<file path="src/rtl/core/byte_ring_buffer_burst_defines.svh">
// Assertion macros shared by the byte ring buffer RTL.
// Needs i_clk and i_rst_n in the scope where a macro is used.
`ifndef BYTE_RING_BUFFER_BURST_DEFINES_SVH
`define BYTE_RING_BUFFER_BURST_DEFINES_SVH
`ifndef SYNTH
`define BRB_ASSERT_IMP(lbl, ante, cons, msg) \
    lbl: assert property (@(posedge i_clk) disable iff (!i_rst_n) (ante) |-> (cons)) \
        else $error(msg);
`define BRB_ASSERT_ALW(lbl, cond, msg) \
    lbl: assert property (@(posedge i_clk) disable iff (!i_rst_n) (cond)) \
        else $error(msg);
`else
`define BRB_ASSERT_IMP(lbl, ante, cons, msg)
`define BRB_ASSERT_ALW(lbl, cond, msg)
`endif
`endif

</file>
<file path="src/rtl/core/brb_queue.sv">
// Two-entry job queue between front and back end.
// No dependencies.
module brb_queue #(
    parameter int WIDTH = 8
) (
    input  logic             i_clk,
    input  logic             i_rst_n,
    input  logic             i_push,
    input  logic [WIDTH-1:0] i_wdata,
    input  logic             i_pop,
    output logic [WIDTH-1:0] o_rdata,
    output logic             o_full,
    output logic             o_empty
);

    logic [WIDTH-1:0] r_mem [2];
    logic             r_wp, r_rp;
    logic [1:0]       r_cnt;
    logic [1:0]       n_cnt;

    assign n_cnt   = r_cnt + 2'(i_push) - 2'(i_pop);
    assign o_full  = (r_cnt == 2'd2);
    assign o_empty = (r_cnt == 2'd0);
    assign o_rdata = r_mem[r_rp];

    always_ff @(posedge i_clk) begin
        if (i_push) begin
            r_mem[r_wp] <= i_wdata;
        end
    end

    always_ff @(posedge i_clk) begin
        if (!i_rst_n) begin
            r_wp  <= 1'b0;
            r_rp  <= 1'b0;
            r_cnt <= 2'd0;
        end else begin
            if (i_push) begin
                r_wp <= ~r_wp;
            end
            if (i_pop) begin
                r_rp <= ~r_rp;
            end
            r_cnt <= n_cnt;
        end
    end

endmodule

</file>
<file path="config.mk">
export PLATFORM = sky130hd
export DESIGN_NAME = brb_queue
export DESIGN_NICKNAME = d
export VERILOG_FILES = /design/src/rtl/core/byte_ring_buffer_burst_defines.svh /design/src/rtl/core/brb_queue.sv
export SDC_FILE = /design/constraint.sdc
export NUM_CORES = 1
export LEC_CHECK = 0
export BUFFER_PORTS_ARGS = -buffer_cell sky130_fd_sc_hd__buf_4
export CAP_MARGIN = 5
export CELL_PAD_IN_SITES_DETAIL_PLACEMENT = 0
export CELL_PAD_IN_SITES_GLOBAL_PLACEMENT = 1
export CORE_MARGIN = 3
export CORE_UTILIZATION = 43
export DETAILED_ROUTE_END_ITERATION = 6
export PLACE_DENSITY = 0.89
export SLEW_MARGIN = 10
export SYNTH_ARGS = -nofsm -noshare
export SYNTH_HDL_FRONTEND = slang
export SYNTH_SLANG_ARGS = --single-unit
</file>
<file path="constraint.sdc">
create_clock -name i_clk -period 3 [get_ports i_clk]
set_input_delay 0.6 -clock i_clk [delete_from_list [all_inputs] [get_ports i_clk]]
set_output_delay 0.6 -clock i_clk [all_outputs]
set_load 0.1 [all_outputs]
</file>
==> Word-level counts from Yosys, hierarchy flattened <==
Memory sizes are Yosys's and may differ from the RTL's. A register that Yosys moved wholly into a read port is not among the register bits.
Cells that the tools add are included.
{ "classes": {"n_eq_ne": 1, "n_addsub": 2, "mux": 4, "n_reduce_logical": 1, "n_bitwise": 2} }
{ "op_table": {"columns": ["operator", "count"], "rows": [
  ["$mux 1", 4],
  ["$add 2x1->2", 1],
  ["$eq 2x2->1 const B", 1],
  ["$logic_not 2->1", 1],
  ["$not 1->1", 2],
  ["$sub 2x1->2", 1]
]} }
{ "word_totals": {"inputBits": 12, "mem_bits_rw": 16, "word_cells": 14, "reg_bits": 4, "output_inout_bits": 10, "n_memories": 1} }
{ "memory_table": {"columns": ["name", "depth", "width", "rd", "rd_clocked_by_memory_dff", "write_ports", "line_no", "text"], "rows": [
  ["r_mem", 2, 8, 1, 1, 1, "brb_queue.sv:16", "logic [WIDTH-1:0] r_mem [2];"]
]} }

==> Logic depth before layout (Yosys ltp) <==
{ "depth": {"word_depth": 3, "depth_mapped": 6, "ltp_nobuf": 6} }

==> Worst setup path before layout <==
No wires, ideal clock.
{ "synth_timing": {"kind": "reg-to-output", "from": "reg r_cnt[1]", "to": "out o_full", "path_buffers": 0, "path_stages_with_launch": 2, "arrival_time_ns": 1.706, "path_slack_ns": 0.694, "required_ns": 2.400, "cell_sequence": "dfxtp_1 -> nor2b_1"} }
{ "synth_between": {"elab_chain_len": 1} }
{ "synth_lines": {"columns": ["element", "line_no", "text"], "rows": [
  ["start: declaration", "brb_queue.sv:18", "logic [1:0] r_cnt;"],
  ["start signal: assignment", "brb_queue.sv:44", "r_cnt <= n_cnt;"],
  ["$eq 2x2->1", "brb_queue.sv:22", "assign o_full = (r_cnt == 2'd2);"],
  ["end: declaration", "brb_queue.sv:12", "output logic o_full,"]
]} }
Every way passes these cells.

==> results.sh <==
export IMPL_status="complete, no violations"
export IMPL_topRoutingLayerUsed="met4"
export IMPL_numPortBuffers=21
export IMPL_seq_area_um2=581
export IMPL_yosysTopAreaCell="edfxtp_1"
export IMPL_peakVddDrop_mv=0.385
export IMPL_synth_cell_types=12
export IMPL_internal_power_mw=0.450
export IMPL_insertion_delay_ns=0.29
export IMPL_critPathMaxStageDelay_ns=0.54
export IMPL_dieArea_um2=2420
export IMPL_power_density_nw_per_um2=703
export IMPL_slowest_stage="dfxtp_1"
export IMPL_grt_first_pass_wirelength_mm=2.04
export IMPL_min_period_ns=2.05
export IMPL_fin_cells=94
export IMPL_final_max_slew_viol_count=0
export IMPL_crit_path_start_kind="register"
export IMPL_setup_violations_final=0
export IMPL_netlist_instances=46
export IMPL_synth_edf_count=16
export IMPL_nets=85
export IMPL_netlist_area_um2=801
export IMPL_fmax_mhz=487
export IMPL_wl_per_cell_um=12.8
export IMPL_p_comb_share_pct=33.0
export IMPL_synth_top_cell_area_share_pct=60.0
export IMPL_synth_nets=60
export IMPL_path_class="register to primary output"
export IMPL_required_ns=2.40
export IMPL_synthArstFlopShare_pct=0
export IMPL_core_rowCount=14
export IMPL_drt_initial_drc_count=6
export IMPL_relSlewSlack_pct=43.9
export IMPL_met1_length_um=499
export IMPL_antennaDiodeCount=0
export IMPL_wl_met2_um=643
export IMPL_fin_hold_ws_ns=0.482
export IMPL_die_x_um=49.2
export IMPL_start_util_pct=49.2
export IMPL_period_share_pct=68.4
export IMPL_path_clk_slew_ns=0.11
export IMPL_clock_sinks=21
export IMPL_syn2layout_area_growth_pct=26.3
export IMPL_cp_end_kind="primary output"
export IMPL_p_leak_nw=0.406
export IMPL_dp_hpwl_um=884
export IMPL_rsz0062_at_grt="no"
export IMPL_final_util_pct=62.1
export IMPL_multiInputGateArea_um2=208
export IMPL_vias_per_cell=4.52
export IMPL_cts_hold_fix_buffers=0
export IMPL_fp_coreArea_um2=1630
export IMPL_path_buf_inv=1
export IMPL_setup_slack_ns=0.949
export IMPL_clockBufferDepth=2
export IMPL_final_area_um2=1010
export IMPL_yosysMostFrequentCell="edfxtp_1"
export IMPL_crit_arrival_ns=1.45
export IMPL_path_cells="mux2_2 -> buf_4"
export IMPL_switching_share_pct=36.7
export IMPL_routed_wl_mm=1.20
export IMPL_final_antenna_net_count=0
export IMPL_drive_above_1_share_pct=47.1
export IMPL_yosys_warnings=0
export IMPL_power_mw=0.711
export IMPL_wl_met3_um=56
export IMPL_pwr_share_seq_pct=48.9
export IMPL_timing_final_hold_violations=0
export IMPL_post_cts_buffers=0
export IMPL_synthTopCellsByArea="edfxtp_1 (60%), dfxtp_1 (13%), mux2_2 (11%)"
export IMPL_pin_count=22
export IMPL_crit_fanout=8
export IMPL_dr_pass1_iters=2
export IMPL_worstMarginPinSlew_ns=0.839
export IMPL_antenna_found_initial=0
export IMPL_cts_made_buffers=3
export IMPL_synthTopCellsByCount="edfxtp_1 (16), mux2_2 (8), dfxtp_1 (5), and2_1 (4), nor2b_1 (4)"
export IMPL_num_fill_cells=133
export IMPL_place_congestion=0.647
export IMPL_vias=425
export IMPL_post_route_drc_count=0
export IMPL_tritoncts="done"
export IMPL_netSwitchingPower_mw=0.261
export IMPL_ys_seq_area_share_pct=72.5
export IMPL_grt_usage_pct=11.1
export IMPL_fp_dieH_um=49.2
export IMPL_cts_resized=0
export IMPL_cp_top_family="flip-flops"
export IMPL_cts_max_level=1
export IMPL_holdCritPathClass="input port to register"
export IMPL_grt_max_degree=13
export IMPL_setup_tns_ns=0
export IMPL_skew_ns=0.00106
export IMPL_placed_cell_area_um2=983
export IMPL_postSynthAreaPerCell_um2=17.4
export IMPL_cts_root_buf="clkbuf_4"
export IMPL_grt_overflow_total=0
export IMPL_place_inst=90
export IMPL_pwr_share_clk_pct=18.2
export IMPL_ys_ff_latch=21
export IMPL_grt_pass1_vias=463
export IMPL_maxCapViolations=0
export IMPL_pre_cts_ws_ns=1.23
export IMPL_ys_flop_type="edfxtp_1"
flip-flops by register name (all words and copies together), names as in the netlist, named ones only:
name and flops:
r_cnt 2, r_rp 1, r_mem 16, r_wp 1
kinds of logic (layout without fill, tap and decap cells):
family / count (synthesis) / count (layout) / share of synthesized area (%)
xor+xnor: 2 / 2 / 3.91
buf+inv: 3 / 27 / 1.56
fa+ha+maj: 2 / 2 / 3.12
compound gates: 1 / 1 / 0.938
simple gates: 9 / 9 / 6.72
mux: 8 / 8 / 11.3
flops: 21 / 21 / 72.5
path summary, 6_finish.rpt:
path / from / slack [ns] / cells past startpoint / to
min: i_wdata[6] / 0.48 / 1 / r_mem[0][6]
max reg2reg: r_wp / 1.66 / 1 / r_mem[0][2]
max: register / 0.95 / 2 / o_rdata[7]
min reg2reg: r_rp / 0.61 / 2 / register
cell type report:
cell class / count / share of cell area (%)
flip-flops and latches: 21 / 57.4
clock buffers: 3 / 2.23
inverters: 2 / 0.743
well taps: 24 / 2.97
repair buffers: 21 / 15.6
multi-input cells: 22 / 20.5
clock inverters: 1 / 0.495
per-layer routing:
metal  up-vias  track usage, %
met3         2            2.45
met2         9            18.3
met5         -               0
met1       200            13.4
li1        214               -
met4         0            5.69
power by group through the flow:
stage | Sequential [mW] | Combinational (mW) | Clock, mW
after CTS | 0.348 | 0.236 | 0.134
final | 0.347 | 0.234 | 0.129
after detailed placement | 0.354 | 0.236 | 0
after global placement | 0.353 | 0.234 | 0
after floorplan | 0.348 | 0.193 | 0
after global routing | 0.350 | 0.246 | 0.144
layout by cell type (no fill, tap or decap):
cell      synthesis  layout
and2_1            4       4
buf_4             0      21
clkbuf_4          0       3
clkinv_2          0       1
dfxtp_1           5       5
edfxtp_1         16      16
ha_1              2       2
inv_1             2       2
mux2_2            8       8
nor2_1            1       1
nor2b_1           4       4
o21a_1            1       1
xnor3_1           1       1
xor2_1            1       1
No activity file was read; power rests on OpenSTA's default activity.
