[config.mk]
export PLATFORM = sky130hd
export DESIGN_NAME = brb_front
export DESIGN_NICKNAME = d
export VERILOG_FILES = /design/src/rtl/core/brb_pkg.sv /design/src/rtl/core/brb_front.sv
export VERILOG_INCLUDE_DIRS = /design/src /design/src/rtl/core
export SDC_FILE = /design/constraint.sdc
export NUM_CORES = 1
export LEC_CHECK = 0
export BUFFER_PORTS_ARGS = -buffer_cell sky130_fd_sc_hd__buf_4
export CAP_MARGIN = 40
export CORE_MARGIN = 2
export CORE_UTILIZATION = 26
export CTS_CLUSTER_DIAMETER = 30
export DETAILED_ROUTE_END_ITERATION = 8
export SYNTH_ARGS = -nofsm -noshare
export SYNTH_HDL_FRONTEND = slang
export SYNTH_SLANG_ARGS = --single-unit
[constraint.sdc]
create_clock -name i_clk -period 24.8 [get_ports i_clk]
set_input_delay 1.24 -clock i_clk [delete_from_list [all_inputs] [get_ports i_clk]]
set_output_delay 1.24 -clock i_clk [all_outputs]
set_load 0.02 [all_outputs]
[src/rtl/core/byte_ring_buffer_burst_defines.svh]
// Assertion macros shared by the byte ring buffer RTL.
// Needs i_clk and i_rst_n in the scope where a macro is used.
`ifndef BYTE_RING_BUFFER_BURST_DEFINES_SVH
`define BYTE_RING_BUFFER_BURST_DEFINES_SVH
`ifndef SYNTH
`define BRB_ASSERT_IMP(lbl, ante, cons, msg) \
    lbl: assert property (@(posedge i_clk) disable iff (!i_rst_n) (ante) |-> (cons)) \
        else $error(msg);
`define BRB_ASSERT_ALW(lbl, cond, msg) \
    lbl: assert property (@(posedge i_clk) disable iff (!i_rst_n) (cond)) \
        else $error(msg);
`else
`define BRB_ASSERT_IMP(lbl, ante, cons, msg)
`define BRB_ASSERT_ALW(lbl, cond, msg)
`endif
`endif

[src/rtl/core/brb_pkg.sv]
// Types and codes for the byte ring buffer.
// No dependencies.
package brb_pkg;

    localparam int CNT_W  = 4;
    localparam int POS_W  = 32;
    localparam int DATA_W = 64;

    localparam logic [1:0] OP_ADD    = 2'd0;
    localparam logic [1:0] OP_REMOVE = 2'd1;
    localparam logic [1:0] OP_PEEK   = 2'd2;

    typedef enum logic [1:0] {
        KIND_EMPTY = 2'd0,
        KIND_WRITE = 2'd1,
        KIND_READ  = 2'd2
    } t_kind;

    // Job handed from the front end to the back end (slot travels beside it).
    typedef struct packed {
        t_kind              kind;
        logic [CNT_W-1:0]   gnt;
        logic [POS_W-1:0]   pos;
        logic [DATA_W-1:0]  data;
    } t_job;

endpackage

[src/rtl/core/brb_front.sv]
// Front end: input stage, occupancy bookkeeping and request classification.
// Depends on brb_pkg and byte_ring_buffer_burst_defines.svh.
`include "byte_ring_buffer_burst_defines.svh"
module brb_front #(
    parameter int DEPTH     = 1024,
    parameter int MAX_BURST = 8
) (
    input  logic                        i_clk,
    input  logic                        i_rst_n,
    input  logic                        i_valid,
    output logic                        o_ready,
    input  logic [1:0]                  i_operation,
    input  logic [brb_pkg::CNT_W-1:0]   i_count,
    input  logic [brb_pkg::DATA_W-1:0]  i_add_bytes,
    input  logic                        i_from_head,
    input  logic [brb_pkg::POS_W-1:0]   i_position,
    output logic                        o_push,
    input  logic                        i_full,
    output brb_pkg::t_job               o_job,
    output logic [$clog2(DEPTH)-1:0]    o_slot
);

    localparam int SW = $clog2(DEPTH);
    localparam int TW = SW + 6;
    localparam longint unsigned KMOD = (64'd1 << 32) % DEPTH;
    // slot jump when a position wraps past 2^32
    localparam logic [TW-1:0] KW = TW'(KMOD);
    localparam logic [TW-1:0] DW = TW'(DEPTH);

    logic                        r_vld;
    logic [1:0]                  r_op;
    logic [brb_pkg::CNT_W-1:0]   r_cnt;
    logic [brb_pkg::DATA_W-1:0]  r_bytes;
    logic                        r_head;
    logic [brb_pkg::POS_W-1:0]   r_posn;

    logic [31:0]   r_rd, r_wr, n_rd, n_wr;
    logic [SW-1:0] r_rd_slot, r_wr_slot, n_rd_slot, n_wr_slot;

    logic [31:0]   occ, free_b, pk_start, pk_off, pk_avail;
    logic [32:0]   pk_sum;
    logic [3:0]    cnt_c, rm_n, pk_n;
    logic          add_ok, pk_in;
    logic [SW-1:0] pk_slot;

    function automatic logic [SW-1:0] wrap_slot(input logic [TW-1:0] t);
        logic [TW-1:0] r;
        r = t;
        if (t[TW-1]) begin
            r = t + DW;
        end else if (t >= DW) begin
            r = t - DW;
        end
        return r[SW-1:0];
    endfunction

    function automatic logic [SW-1:0] adv_slot(input logic [SW-1:0] slot,
                                               input logic [31:0] pos,
                                               input logic [3:0] n);
        logic [32:0]   s;
        logic [TW-1:0] t;
        s = {1'b0, pos} + 33'(n);
        t = TW'(slot) + TW'(n) - (s[32] ? KW : '0);
        return wrap_slot(t);
    endfunction

    assign o_push  = r_vld && !i_full;
    assign o_ready = !r_vld || o_push;

    always_comb begin
        occ      = r_wr - r_rd;
        free_b   = 32'(DEPTH) - occ;
        cnt_c    = (r_cnt > 4'(MAX_BURST)) ? 4'(MAX_BURST) : r_cnt;
        add_ok   = (r_cnt != 4'd0) && (r_cnt <= 4'(MAX_BURST)) && (32'(r_cnt) <= free_b);
        rm_n     = (32'(cnt_c) > occ) ? occ[3:0] : cnt_c;
        pk_start = r_head ? r_rd : r_posn;
        pk_off   = pk_start - r_rd;
        pk_in    = (pk_off < occ);
        pk_avail = occ - pk_off;
        pk_n     = (32'(cnt_c) > pk_avail) ? pk_avail[3:0] : cnt_c;
        pk_sum   = {1'b0, r_rd} + {1'b0, pk_off};
        pk_slot  = wrap_slot(TW'(r_rd_slot) + TW'(pk_off[SW-1:0]) - (pk_sum[32] ? KW : '0));
    end

    always_comb begin
        o_job      = '0;
        o_job.kind = brb_pkg::KIND_EMPTY;
        o_slot     = r_rd_slot;
        n_rd       = r_rd;
        n_wr       = r_wr;
        n_rd_slot  = r_rd_slot;
        n_wr_slot  = r_wr_slot;
        case (r_op)
            brb_pkg::OP_ADD: begin
                if (add_ok) begin
                    o_job.kind = brb_pkg::KIND_WRITE;
                    o_job.gnt  = r_cnt;
                    o_job.pos  = r_wr;
                    o_job.data = r_bytes;
                    o_slot     = r_wr_slot;
                    n_wr       = r_wr + 32'(r_cnt);
                    n_wr_slot  = adv_slot(r_wr_slot, r_wr, r_cnt);
                end
            end
            brb_pkg::OP_REMOVE: begin
                if (rm_n != 4'd0) begin
                    o_job.kind = brb_pkg::KIND_READ;
                    o_job.gnt  = rm_n;
                    o_job.pos  = r_rd;
                    o_slot     = r_rd_slot;
                    n_rd       = r_rd + 32'(rm_n);
                    n_rd_slot  = adv_slot(r_rd_slot, r_rd, rm_n);
                end
            end
            brb_pkg::OP_PEEK: begin
                if (pk_in && (pk_n != 4'd0)) begin
                    o_job.kind = brb_pkg::KIND_READ;
                    o_job.gnt  = pk_n;
                    o_job.pos  = pk_start;
                    o_slot     = pk_slot;
                end
            end
            default: begin
                o_job.kind = brb_pkg::KIND_EMPTY;
            end
        endcase
    end

    always_ff @(posedge i_clk) begin
        if (i_valid && o_ready) begin
            r_op    <= i_operation;
            r_cnt   <= i_count;
            r_bytes <= i_add_bytes;
            r_head  <= i_from_head;
            r_posn  <= i_position;
        end
    end

    always_ff @(posedge i_clk) begin
        if (!i_rst_n) begin
            r_vld     <= 1'b0;
            r_rd      <= 32'd1;
            r_wr      <= 32'd1;
            r_rd_slot <= SW'(1);
            r_wr_slot <= SW'(1);
        end else begin
            if (o_ready) begin
                r_vld <= i_valid;
            end
            if (o_push) begin
                r_rd      <= n_rd;
                r_wr      <= n_wr;
                r_rd_slot <= n_rd_slot;
                r_wr_slot <= n_wr_slot;
            end
        end
    end

    `BRB_ASSERT_ALW(a_occ_bound, (r_wr - r_rd) <= 32'(DEPTH), "occupancy above depth")
    `BRB_ASSERT_ALW(a_slot_range, ((SW+1)'(r_rd_slot) < (SW+1)'(DEPTH)) && ((SW+1)'(r_wr_slot) < (SW+1)'(DEPTH)), "slot out of range")
    `BRB_ASSERT_IMP(a_read_in_window, o_push && (o_job.kind == brb_pkg::KIND_READ), 32'(o_job.gnt) <= occ, "read grant above occupancy")

endmodule

# ---- Word-level counts from Yosys, hierarchy flattened
# Cells that the tools add are included.
dict set report classes {
  reduce_logical 14
  add_sub_neg 15
  n_mux 19
  eq_ne 2
  magnitude_cmp 9
}
# cell n
set op_table {}
lappend op_table {{$pmux 36 s3} 1}
lappend op_table {{$mux 101} 1}
lappend op_table {{$sub 32x32->32} 3}
lappend op_table {{$mux 10} 8}
lappend op_table {{$mux 38} 2}
lappend op_table {{$add 32x4->32} 2}
lappend op_table {{$gt 4x32->1} 2}
lappend op_table {{$mux 64} 1}
lappend op_table {{$ge 11x11->1 const B} 3}
lappend op_table {{$le 4x32->1} 1}
lappend op_table {{$lt 32x32->1} 1}
lappend op_table {{$mux 32} 1}
lappend op_table {{$sub 11x32->32 const A} 1}
lappend op_table {{$add 10x1->10 const B} 3}
lappend op_table {{$sub 10x1->10 const B} 3}
lappend op_table {{$add 10x4->11} 2}
lappend op_table {{$pmux 10 s2} 1}
lappend op_table {{$mux 4} 3}
lappend op_table {{$reduce_bool 4->1} 3}
lappend op_table {{$add 10x10->11} 1}
lappend op_table {{$pmux 2 s3} 1}
lappend op_table {{$reduce_and 3->1} 2}
lappend op_table {{$logic_and 1x1->1} 5}
lappend op_table {{$gt 4x4->1 const B} 1}
lappend op_table {{6 further kinds} 7}
dict set report totals {
  wordCells 69
  ff_bits 188
}

# ---- Depth between registers and ports, before layout
dict set report depth {
  ltp_word 9
  depth_mapped 36
}

# ---- Worst setup path after synthesis
# No wires, ideal clock.
dict set report synth_path {
  path_kind {register -> output}
  start {reg r_head}
  end {out o_slot[9]}
  required_ns 23.560
  path_stages_with_launch 36
  setup_slack_ns 15.458
  arrival_time_ns 8.102
  cell_sequence {edfxtp_1 -> clkbuf_1 -> buf_1 -> mux2i_1 -> ha_1 -> fa_1 -> nor2b_1 -> o21ai_0 -> a21boi_0 -> o21ai_0 -> a21boi_0 -> o22ai_1 -> o21ai_0 -> a21oi_1 -> a211o_1 -> o21ai_0 -> o21ai_0 -> o21ai_0 -> nor2_1 -> xor2_1 -> ha_1 -> clkbuf_1 -> nor2_1 -> nor2_1 -> o22ai_1 -> or4_1 -> nor3_1 -> and4b_1 -> nand4_1 -> nor4b_1 -> nand4b_1 -> nor4_2 -> mux2i_1 -> clkbuf_1 -> o21ai_0 -> o21ai_0}
}
dict set report synth_between {
  elab_chain_len 9
  elab_cells_between_ends 16
  cone_classes {add/sub: 5; order compare: 3; mux: 6; reduce/logical: 2}
}
# element line
set synth_rtl {}
lappend synth_rtl {{start, declared} brb_front.sv:34} ;# logic r_head;
lappend synth_rtl {{start signal, assigned} brb_front.sv:134} ;# r_head <= i_from_head;
lappend synth_rtl {{$mux 32 (*)} brb_front.sv:76} ;# pk_start = r_head ? r_rd : r_posn;
lappend synth_rtl {{$sub 32x32->32 (*)} brb_front.sv:77} ;# pk_off = pk_start - r_rd;
lappend synth_rtl {{$sub 32x32->32} brb_front.sv:79} ;# pk_avail = occ - pk_off;
lappend synth_rtl {{$gt 4x32->1} brb_front.sv:80} ;# pk_n = (32'(cnt_c) > pk_avail) ? pk_avail[3:0] : cnt_c;
lappend synth_rtl {{$mux 4} brb_front.sv:80}
lappend synth_rtl {{$reduce_bool 4->1} brb_front.sv:116} ;# if (pk_in && (pk_n != 4'd0)) begin
lappend synth_rtl {{$logic_and 1x1->1} brb_front.sv:116}
lappend synth_rtl {{$mux 10 (*)} brb_front.sv:116}
lappend synth_rtl {{$pmux 10 s2 (*)} brb_front.sv:93} ;# case (r_op)
lappend synth_rtl {{end, declared} brb_front.sv:20} ;# output logic [$clog2(DEPTH)-1:0] o_slot
# Mark *: on every way between the ends. The rest lies on a longest branch, timed or not.

# ---- Worst setup path after layout
dict set report layout_path {
  start {reg r_head}
  end {out o_slot[8]}
}
# Same word-level chain as after synthesis.

==> flow_summary.json <==
{
  "p_clk_frac": 0.291,
  "switchingPower_mw": 0.368,
  "synth_cell_type_count": 102,
  "antenna_found_initial": 0,
  "area_growth_pct": 18.3,
  "synth-seq-area-share": 0.284,
  "slew_headroom": 0.337,
  "holdWs_ns": 0.488,
  "required_ns": 23.56,
  "place_congestion": 0.910,
  "cts_resized": 0,
  "ant_nets": 0,
  "dpl.hpwl_um": 43500,
  "ir_worst_vdd_v": 0.0000383,
  "final.setup.tns_ns": 0,
  "combPwrFrac": 0.360,
  "dr_total_vias": 16000,
  "max_cap_violations": 0,
  "cts_buffers": 17,
  "grt_pass1_vias": 15600,
  "drt-initial-drc-count": 1355,
  "root_buffer": "clkbuf_16",
  "placement.io_buffers": 220,
  "synthArstFlopShare": 0,
  "p_seq_frac": 0.349,
  "routed_wl_um": 56300,
  "cts_tree": "built",
  "ys_ff_latch": 188,
  "dieArea_mm2": 0.0669,
  "rows": 93,
  "synthCells": 2022,
  "overflow": 0,
  "die_width_um": 259,
  "grt_use_total": 0.164,
  "htreeDepth": 4,
  "cp_max_fo": 46,
  "post_cts_buffers": 0,
  "worst_slew_pin_slew_ns": 0.986,
  "leakagePower_nw": 8.65,
  "path_class": "flip-flop to output port",
  "power.internal_mw": 0.621,
  "ys_warn_count": 0,
  "diodes": 0,
  "io_pins": 221,
  "multi_input_area_mm2": 0.0111,
  "cpPeakStageDelay_ns": 0.57,
  "setup_viol": 0,
  "drive_gt1_frac": 0.156,
  "clock_skew_ns": 0.0204,
  "min_period_over_period": 0.432,
  "status": "complete, no violations",
  "crit_top_cell": "o21ai_0",
  "hold_path.class": "flip-flop to flip-flop",
  "grt_pass1_wl_um": 87600,
  "seq_area_mm2": 0.00479,
  "drv_slew": 0,
  "firstDrtPassIters": 5,
  "setup.worst_path.start_class": "flip-flop",
  "cp.arrival_ns": 9.47,
  "cts_hold_buf": 0,
  "max_freq_mhz": 93.4,
  "grt_max_degree": 94,
  "detail_route.wl_per_cell_um": 18.5,
  "ys.flop_type": "edfxtp_1",
  "start_util": 0.263,
  "p_per_area_mw_per_mm2": 49.6,
  "syn_nets": 2269,
  "switching_share": 0.372,
  "hold_viol_final": 0,
  "worst-path-buf-inv": 4,
  "clk_pin_slew_ns": 0.09,
  "crit_family": "compound AO/OA/AOI/OAI gates",
  "avgViaCountPerCell": 5.26,
  "cp-end-kind": "output port",
  "synth_area_per_cell_um2": 8.34,
  "syn-cell-area_mm2": 0.0169,
  "synth_edf_count": 103,
  "clk_path_buf_depth": 2,
  "drc": 0,
  "rsz0062_at_grt": "false",
  "cp_slowest_cell": "or4_1",
  "min_period_ns": 10.71,
  "clock_latency_ns": 0.46,
  "clock_sinks": 188,
  "fin_nets": 2429,
  "die_h_um": 259,
  "fill_cells": 6926,
  "core_mm2": 0.0642
}
-- flip-flops by register name, indices dropped and copies added, names as in the netlist --
signal / flops
r_bytes: 64
r_posn: 32
r_rd: 32
r_wr: 32
r_rd_slot: 10
r_wr_slot: 10
r_cnt: 4
r_op: 2
r_head: 1
r_vld: 1
-- cells by family (layout without fill, tap and decap cells) --
group / after synthesis / count (layout) / synth area share
and+or+nand+nor: 762 / 762 / 0.239
adders and majority gates: 140 / 140 / 0.107
xor gates and xnor gates: 75 / 75 / 0.0398
DFF: 188 / 188 / 0.284
muxes: 93 / 93 / 0.0557
buffers and inverters: 255 / 428 / 0.0601
AOI/OAI and AO/OA: 509 / 509 / 0.213
-- power groups by stage --
| stage | Clock [mW] | Combinational [mW] | Sequential (mW) |
|---|---|---|---|
| 2_1_floorplan | 0 | 0.249 | 0.351 |
| 3_3_place_gp | 0 | 0.350 | 0.352 |
| 3_5_place_dp | 0 | 0.350 | 0.352 |
| 4_1_cts | 0.294 | 0.352 | 0.345 |
| 5_1_grt | 0.305 | 0.390 | 0.346 |
| 6_report | 0.288 | 0.356 | 0.345 |
-- per-stage QoR --
step / util / instance area [um^2] / instances / worst slack [ns] / total power, mW
after global placement: 0.301 / 19300 / 3014 / 14.35 / 0.702
final: 0.311 / 20000 / 3050 / 14.09 / 0.989
after detailed placement: 0.301 / 19400 / 3018 / 14.69 / 0.702
after global routing: 0.311 / 20000 / 3050 / 13.37 / 1.04
after CTS: 0.311 / 20000 / 3050 / 14.12 / 0.991
after floorplan: - / 16900 / 2022 / 15.46 / 0.600
-- cell type report --
class                           count  area share
Clock buffer                       18      0.0215
Clock inverter                     14     0.00853
Inverter                          155      0.0292
Multi-Input combinational cell   1579       0.555
Sequential cell                   188       0.240
Tap cell                          855      0.0536
Timing Repair Buffer              241      0.0915
-- per-layer routing --
metal / vias to the layer above / part of all wire / GRT usage
met2: 483 / 0.48 / 0.282
met4: 0 / 0.022 / 0.0490
li1: 7828 / - / -
met1: 7662 / 0.44 / 0.212
met3: 64 / 0.052 / 0.0239
met5: - / 0 / 0
-- layout by cell type (no fill, tap or decap), types with 14 or more instances in the layout --
cell and instances:
dfxtp_1 85, nor2b_1 27, xnor2_1 37, o211ai_1 15, and3_1 86, ha_1 132, nor2_1 115, a31oi_1 23
inv_1 153, a21oi_1 116, nor4_1 18, edfxtp_1 103, mux2i_1 87, or3_1 16, o41ai_1 14, nand2_1 224
o21ai_0 79, a21o_1 50, o21a_1 27, clkbuf_16 17, buf_4 239, nand3_1 62, nor3_1 49, nand4_1 43
xor2_1 37, o31ai_1 14, nand2b_1 32, o221ai_1 36
-- worst paths after layout --
| path | start | slack [ns] | endpoint | depth (start not counted) |
|---|---|---|---|---|
| setup / recovery | r_head$_DFFE_PP_ | 14.09 | o_slot[8] | 35 |
| hold / removal | r_wr[22]$_SDFFE_PN0P_ | 0.49 | r_wr[22]$_SDFFE_PN0P_ | 2 |
| setup reg to reg | r_rd[1]$_SDFFE_PN0P_ | 18.43 | r_rd[10]$_SDFFE_PN0P_ | 20 |
| hold reg to reg | r_wr[22]$_SDFFE_PN0P_ | 0.49 | r_wr[22]$_SDFFE_PN0P_ | 2 |
-- tightest hold or removal path, cell delays in order (launching register included) --
cell     delay [ns]
dfxtp_1        0.32
nand2_1        0.06
mux2i_1        0.06
-- synthesized netlist by cell type, types with 37 or more instances --
master	count	area share
and3_1	86	0.032
nor3_1	49	0.015
xnor2_1	37	0.019
inv_1	153	0.034
a21o_1	50	0.022
xor2_1	37	0.019
a21oi_1	117	0.035
edfxtp_1	103	0.18
ha_1	132	0.098
nand4_1	43	0.016
clkbuf_1	78	0.017
mux2i_1	88	0.052
o21ai_0	79	0.023
nor2_1	117	0.026
dfxtp_1	85	0.10
nand2_1	224	0.050
nand3_1	62	0.018
No activity file was read; power rests on OpenSTA's default activity.
